--- src/rtl/bdt_ram.sv ---
// Generic simple dual-port RAM: one write port, one read port, registered read.
// No dependencies.
`default_nettype none

module bdt_ram #(
   parameter int WIDTH = 8,
   parameter int DEPTH = 16
) (
   input  wire logic                     clock,
   input  wire logic                     wr_en,
   input  wire logic [$clog2(DEPTH)-1:0] wr_addr,
   input  wire logic [WIDTH-1:0]         wr_data,
   input  wire logic                     rd_en,
   input  wire logic [$clog2(DEPTH)-1:0] rd_addr,
   output logic      [WIDTH-1:0]         rd_data
);

   logic [WIDTH-1:0] mem [DEPTH];

   always_ff @(posedge clock) begin
      if (wr_en) begin
         mem[wr_addr] <= wr_data;
      end
      if (rd_en) begin
         rd_data <= mem[rd_addr];
      end
   end

endmodule

`default_nettype wire

--- config.mk ---
export PLATFORM = sky130hd
export DESIGN_NAME = bdt_ram
export DESIGN_NICKNAME = d
export VERILOG_FILES = /design/src/rtl/bdt_ram.sv
export SDC_FILE = /design/constraint.sdc
export NUM_CORES = 1
export LEC_CHECK = 0
export BUFFER_PORTS_ARGS = -buffer_cell sky130_fd_sc_hd__buf_4
export CAP_MARGIN = 20
export CORE_ASPECT_RATIO = 0.75
export CORE_MARGIN = 3
export CORE_UTILIZATION = 25
export DETAILED_ROUTE_END_ITERATION = 10
export PLACE_DENSITY = 0.42
export SLEW_MARGIN = 40
export SYNTH_ARGS = -nofsm -noshare
export SYNTH_HDL_FRONTEND = slang
export SYNTH_SLANG_ARGS = --single-unit
export TNS_END_PERCENT = 100
--- constraint.sdc ---
create_clock -name clock -period 3.1 [get_ports clock]
set_input_delay 0.775 -clock clock [delete_from_list [all_inputs] [get_ports clock]]
set_output_delay 0.775 -clock clock [all_outputs]
set_load 0.005 [all_outputs]
==> results of run 1 <==
==> cells in the mapped netlist (2+ instances only) <==
cell / n
nor3_1: 4
nand2b_1: 2
buf_2: 3
nor2_1: 13
nand3b_1: 2
nand2_1: 9
clkdlybuf4s25_2: 3
buf_6: 3
mux4_2: 18
a22oi_1: 16
mux4_1: 14
edfxtp_1: 136
==> cell families after synthesis <==
family | count (synthesis)
AND/OR/NAND/NOR | 35
AO/OA/AOI/OAI | 16
flip-flops | 136
buffers and inverters | 10
multiplexers | 32
==> through the flow <==
stage          utilization (%)  power (mW)  instance area, µm²  setup slack [ns]  hold WS [ns]
5_1_grt                   31.9        4.64                6490              1.02         0.678
3_3_place_gp              28.7        2.33                5840             0.594         0.742
4_1_cts                   31.9        4.55                6490              1.04         0.671
6_report                  31.9        4.49                6490              1.07         0.678
3_5_place_dp              28.7        2.33                5840             0.604         0.745
2_1_floorplan                -        2.22                5230             0.832         0.705
==> flip-flops by register name, summed over array words and instances (netlist names) <==
name     count
rd_data      8
mem        128
==> critical path, stage by stage <==
cell     delay (ns)
buf_4          0.24
buf_12         0.22
mux4_1         0.57
a22oi_1        0.29
nand2_1        0.08
==> routing by layer <==
| layer | GRT usage [%] | vias to the layer above |
|---|---|---|
| li1 | - | 1087 |
| met4 | 3.24 | 0 |
| met5 | 0 | - |
| met1 | 14.6 | 1307 |
| met2 | 15.3 | 58 |
| met3 | 3.00 | 13 |
==> report_power, final <==
group	leakage, nW	switching (mW)	internal, mW	total (mW)
registers	1.24	0.0131	2.07	2.08
clock network	0.312	0.776	1.43	2.21
logic	0.601	0.111	0.0901	0.201
total	2.15	0.900	3.59	4.49
==> area by class of cell <==
class,instances,share of cell area (%)
Clock buffer,17,6.55
Clock inverter,15,3.43
Multi-Input combinational cell,83,16.3
Sequential cell,136,62.9
Tap cell,282,5.43
Timing Repair Buffer,45,5.40
==> how the worst max path moves through the flow <==
stage | from | to | slack, ns | depth (start not counted)
after floorplan | wr_addr[2] | mem[0][0]$_DFFE_PP_ | 0.83 | 2
final | rd_addr[0] | rd_data[4]$_DFFE_PP_ | 1.07 | 5
after CTS | rd_addr[0] | rd_data[4]$_DFFE_PP_ | 1.04 | 5
after global placement | rd_addr[0] | rd_data[4]$_DFFE_PP_ | 0.59 | 5
after detailed placement | rd_addr[0] | rd_data[4]$_DFFE_PP_ | 0.60 | 5
after global routing | rd_addr[0] | rd_data[4]$_DFFE_PP_ | 1.02 | 5
==> implementation parameters, run 1 <==
Parameter                              Value

Outcome
  Outcome ... complete, no violations

Layout
  Most used cells in the layout excluding fill and tap cells ... edfxtp_1, buf_4, mux4_2
  Antenna cells ... 0
  Area growth, synth to finish ... 24.2%
  Final nets ... between 300 and 400
  Leading cell type in the layout, fill and taps excluded ... edfxtp_1
  Proportion of layout cells with a drive suffix above 1 ... between 30% and 40%
  Number of inserted filler cells in the final layout ... 1992
  Multi-input gate area in the final layout ... around 0.0011 mm²
  Post-route non-filler standard cell count ... 578
  Register cell area after layout ... a little over 0.004 mm²

Yosys
  Mean Syn Cell Area ... 22.8 µm²
  Simple-gate share of the synthesized area ... 3.14%
  Mapped Area ... around 0.0052 mm²
  EDFF count, synth ... 136
  Number of standard cells after synthesis ... 229
  Xor and xnor area share after synthesis ... 0%
  Yosys Warn Count ... 0
  Multiplexer share of the synthesized area ... 14.8%
  Biggest area contributors in the synthesized netlist ... edfxtp_1, mux4_2, mux4_1
  Number of distinct standard cells referenced by the synthesized netlist ... 18
  Most common flop cell mapped by yosys ... edfxtp_1
  Synth Net Count ... approximately 250
  Register area share after synthesis ... around 80%
  Main combinational cell family by area after synthesis ... multiplexers
  Post-synthesis adder-cell area fraction ... 0%
  Synthesis-stage register bit count ... about 140
  Post-synthesis cell type with the largest combined area ... edfxtp_1
  Share of the synthesized area in compound gates (AO/OA/AOI/OAI) ... 2.30%
  Fraction of synthesized cell area taken by the top area cell type ... roughly four fifths
  Fraction of registers with async set or reset after synthesis ... 0%

Global routing
  Number of antenna violations at the first check in global routing ... 0
  Maximum number of pins on one net before global-route repair ... 33
  Via count of the first global-routing pass ... roughly 2600
  First-pass GRT wire length ... about 17 mm
  Overall track demand over capacity in global routing ... around 10%
  Total global routing overflow ... 0

Setup path
  Data required, critical path ... approximately 3.3 ns
  Kind of capture point of the worst setup path ... flop
  R2r endpoint ... rd_data[4]$_DFFE_PP_
  Number of cells on the worst reg-to-reg path ... 3
  Worst R2R Start ... mem[9][4]$_DFFE_PP_
  Startpoint-to-endpoint class of the critical path ... input pin to flop
  Data arrival time of the critical path ... around 2.2 ns
  CP Max Fanout ... 15
  Slack of the worst reg-to-reg path ... 1.62 ns
  Element type at the critical path start ... input pin

Power and ir drop
  Max VDD drop ... roughly 0.00038 V
  Static Leak ... 2.15 nW
  Power Dens Cells ... about 700 mW/mm²

Timing
  Clk_skew ... 0.00739 ns
  Hold violation total from the final report ... 0
  Final critical delay including setup and external delays ... slightly above 2 ns
  Worst max-slew margin expressed relative to the limit ... a little over two fifths
  Total of endpoints with negative setup slack in the final report ... 0
  Maximum achievable frequency ... 491 MHz
  Final slew viol count ... 0
  Transition time at the pin with the least slew margin ... ~0.84 ns
  Post-route fraction of the period consumed by the critical path ... between 60% and 70%
  TNS Setup ... 0 ns
  RSZ-0062 raised after global routing ... false

Worst hold path
  Start point of the worst min-delay path ... wr_data[7]
  WHS Endpoint ... mem[13][7]$_DFFE_PP_
  Hold Path Depth ... 1
  Path class of the lowest-slack min-delay path ... input pin to flop

Clock tree
  Worst skew pair latency ... between 0.4 and 0.5 ns
  Post-CTS setup-driven buffer insertion count ... 0
  Num CTS Buffers ... 17
  Hold buffer count at CTS ... 0
  Clock tree from TritonCTS ... built
  Buffers from clock root to sink, at most ... 2
  Number of clock sinks ... around 140
  Clock Pin Slew Worst Setup and Hold Paths ... approximately 0.060 ns
  CTS root buffer ... clkbuf_16
  Post-CTS sizing ... 0
  Number of levels in the clock H-tree ... 4

Routing
  Count of unresolved DRC violations after routing ... 0
  Antenna Nets Post-Route ... 0
  Via density per instance ... 4.26
  Avg WL per Cell ... a little under 20 µm
  Total met2 wirelength after detailed routing ... 5.06 mm
  Total number of vias ... between 2000 and 2500
  WL met3 ... approximately 580 µm
  Router iterations before antenna repair ... 4
  Wire length the detailed router placed on met1 ... 5.64 mm
  Detailed router's first-iteration violation count ... 124
  Detailed Route WL ... between 10 and 15 mm
  Max Used Layer ... met4

Floorplan
  Die height ... 131 µm
  # IOs ... 27
  Area of the die ... between 0.02 and 0.025 mm²
  Horizontal extent of the die ... ~170 µm
  Placeable core region ... slightly above 0.02 mm²
  Effective utilization at floorplan ... between 20% and 30%
  Count of standard-cell rows ... 45

Flow run
  Max-capacitance violation count ... 0

Placed design
  Weighted congestion at the end of routability-driven global placement ... slightly below 0.7
  Number of buffers inserted by port buffering ... 26
  Half-perimeter wire length of the detailed placement result ... between 7 and 8 mm
  Number of placed cells counting well taps ... between 500 and 600
No activity file was read; power rests on OpenSTA's default activity.
==> inputs of run 2 (changes only) <==
==> constraint.sdc (replaced) <==
create_clock -name clock -period 1.9 [get_ports clock]
set_input_delay 0.475 -clock clock [delete_from_list [all_inputs] [get_ports clock]]
set_output_delay 0.475 -clock clock [all_outputs]
set_load 0.005 [all_outputs]
==> run 2 against run 1 <==
Effect of this change: total power grew 49%; sequential cell count is the same; critical path depth is the same; clock power grew 34%; non-clock buffer count grew 5; combinational power grew 73%; cell count grew 0.52%; sequential power grew 63%; worst setup slack lost 0.75 ns; sequential share of layout area grew 0.19 points.
==> implementation parameters, run 2 (same netlist as run 1, synthesis figures left out) <==
Parameter                              Value

Power and ir drop
  Power Dens Cells ... 1040 mW/mm² (was 692 mW/mm²)
  Max VDD drop ... 0.000458 V (was 0.000377 V)
  Part of the power in registers ... 50.7% (was 46.4%)
  Combinational cell fraction of total power ... 5.2% (was 4.5%)
  Clock network fraction of design power ... 44.1% (was 49.1%)
  Fraction of power spent switching nets ... 20.8% (was 20.0%)
  Overall power consumption ... 6.71 mW (was 4.49 mW)
  Net Sw Power ... 1.40 mW (was 0.900 mW)
  Pint ... 5.32 mW (was 3.59 mW)
  Static Leak ... 2.14 nW (was 2.15 nW)

Placed design
  Half-perimeter wire length of the detailed placement result ... 7.64 mm (was 7.56 mm)
  Worst slack after detailed placement ... -0.126 ns (was 0.604 ns)
  Placed Instance Area ... 0.00594 mm² (was 0.00584 mm²)
  Number of buffers inserted by port buffering ... 26 (unchanged)
  Weighted congestion at the end of routability-driven global placement ... 0.695 (was 0.679)
  Number of placed cells counting well taps ... 551 (was 546)

Timing
  Min Hold Slack ... 0.371 ns (was 0.678 ns)
  Hold violation total from the final report ... 0 (unchanged)
  Total of endpoints with negative setup slack in the final report ... 0 (unchanged)
  Final slew viol count ... 0 (unchanged)
  Worst max-slew margin expressed relative to the limit ... 51.3% (was 43.7%)
  Clk_skew ... 0.0103 ns (was 0.00739 ns)
  Slack of the critical path ... 0.319 ns (was 1.07 ns)
  Final critical delay including setup and external delays ... about 1.6 ns
  Maximum achievable frequency ... approximately 630 MHz
  Transition time at the pin with the least slew margin ... 0.728 ns (was 0.843 ns)
  TNS Setup ... 0 ns (unchanged)
  Post-route fraction of the period consumed by the critical path ... a little over four fifths
  RSZ-0062 raised after global routing ... false (unchanged)

Setup path
  R2r endpoint ... rd_data[6]$_DFFE_PP_ (was rd_data[4]$_DFFE_PP_)
  Data required, critical path ... 2.05 ns (was 3.25 ns)
  Slack of the worst reg-to-reg path ... 0.41 ns (was 1.62 ns)
  Data arrival time of the critical path ... 1.73 ns (was 2.19 ns)
  Worst R2R Start ... mem[0][6]$_DFFE_PP_ (was mem[9][4]$_DFFE_PP_)
  CP Max Fanout ... 6 (was 15)
  Element type at the critical path start ... input pin (unchanged)
  Kind of capture point of the worst setup path ... flop (unchanged)
  Startpoint-to-endpoint class of the critical path ... input pin to flop (unchanged)
  Number of cells on the worst reg-to-reg path ... 3 (unchanged)

Floorplan
  Horizontal extent of the die ... 173 µm (unchanged)
  Placeable core region ... 0.0204 mm² (unchanged)
  # IOs ... 27 (unchanged)
  Effective utilization at floorplan ... 25.6% (unchanged)
  Die height ... 131 µm (unchanged)
  Area of the die ... 0.0227 mm² (unchanged)
  Count of standard-cell rows ... 45 (unchanged)

Clock tree
  Post-CTS sizing ... 0 (unchanged)
  Clock tree from TritonCTS ... built (unchanged)
  CTS root buffer ... clkbuf_16 (unchanged)
  Number of levels in the clock H-tree ... 4 (unchanged)
  Worst skew pair latency ... 0.41 ns (about the same)
  Post-CTS setup-driven buffer insertion count ... 0 (unchanged)
  Number of clock sinks ... 136 (unchanged)
  Clock Pin Slew Worst Setup and Hold Paths ... 0.06 ns (about the same)
  Buffers from clock root to sink, at most ... 2 (unchanged)
  Num CTS Buffers ... 17 (unchanged)
  Hold buffer count at CTS ... 0 (unchanged)

Layout
  Final Core Density ... 31.8% (was 31.9%)
  Finished layout cell area ... 0.00647 mm² (was 0.00649 mm²)
  Most used cells in the layout excluding fill and tap cells ... edfxtp_1, buf_4, mux4_2 (unchanged)
  Proportion of layout cells with a drive suffix above 1 ... 33.1% (was 32.1%)
  Antenna cells ... 0 (unchanged)
  Top register by number of flip-flops ... mem (unchanged)
  Leading cell type in the layout, fill and taps excluded ... edfxtp_1 (unchanged)
  Number of inserted filler cells in the final layout ... 1976 (was 1992)
  Biggest regs ... mem (128), rd_data (8) (unchanged)
  Area growth, synth to finish ... 23.8% (was 24.2%)
  Final nets ... 307 (was 302)
  Number of flip-flops in the largest register ... 128 (unchanged)
  Post-route non-filler standard cell count ... 581 (was 578)

Global routing
  Total global routing overflow ... 0 (unchanged)
  First-pass GRT wire length ... 17.3 mm (was 17.0 mm)
  Maximum number of pins on one net before global-route repair ... 19 (was 33)
  Via count of the first global-routing pass ... 2678 (was 2586)
  Overall track demand over capacity in global routing ... 10.6% (was 10.3%)
  Number of antenna violations at the first check in global routing ... 0 (unchanged)

Flow run
  Max-capacitance violation count ... 0 (unchanged)

Worst hold path
  Hold Path Depth ... 1 (unchanged)
  Start point of the worst min-delay path ... wr_data[5] (was wr_data[7])
  WHS Endpoint ... mem[15][5]$_DFFE_PP_ (was mem[13][7]$_DFFE_PP_)
  Path class of the lowest-slack min-delay path ... input pin to flop (unchanged)

Routing
  Antenna Nets Post-Route ... 0 (unchanged)
  Total number of vias ... 2476 (was 2465)
  Detailed router's first-iteration violation count ... 185 (was 124)
  Via density per instance ... 4.26 (about the same)
  Detailed Route WL ... 11.4 mm (about the same)
  Router iterations before antenna repair ... 4 (unchanged)
  Avg WL per Cell ... 19.6 µm (was 19.7 µm)
  Count of unresolved DRC violations after routing ... 0 (unchanged)

Outcome
  Outcome ... complete, no violations (unchanged)
[run 2: worst max path at each step]
stage	from	endpoint	slack, ns	cells after the start
after floorplan	rd_addr[0]	rd_data[1]$_DFFE_PP_	0.14	5
after global placement	rd_addr[0]	rd_data[2]$_DFFE_PP_	-0.12	6
after detailed placement	rd_addr[0]	rd_data[0]$_DFFE_PP_	-0.13	5
after CTS	rd_addr[0]	rd_data[0]$_DFFE_PP_	0.30	5
after global routing	rd_addr[0]	rd_data[2]$_DFFE_PP_	0.21	6
final	rd_addr[0]	rd_data[0]$_DFFE_PP_	0.32	5
[run 2: power by group through the flow]
stage / Sequential [mW] / Clock [mW] / Combinational [mW]
final: 3.40 / 2.96 / 0.347
after global routing: 3.41 / 3.18 / 0.383
after CTS: 3.40 / 3.04 / 0.358
after detailed placement: 3.47 / 0 / 0.357
after global placement: 3.46 / 0 / 0.354
after floorplan: 3.46 / 0 / 0.171
[run 2: critical path: stages]
cell	delay [ns]
buf_4	0.14
buf_4	0.21
mux4_1	0.61
a22oi_1	0.21
nand2_1	0.08
[run 2: layer usage]
layer  global-route usage (%)  wire [µm]
met1                     15.0       5450
met2                     15.5       5170
met3                     3.26        722
met4                     3.96         44
met5                        0          0
[run 2: area by class of cell]
type	instances	area (µm²)	area share, %
Sequential cell	136	4080	63.1
Clock buffer	17	425	6.57
Timing Repair Buffer	50	438	6.77
Multi-Input combinational cell	83	1060	16.5
Tap cell	282	353	5.45
Clock inverter	13	108	1.66
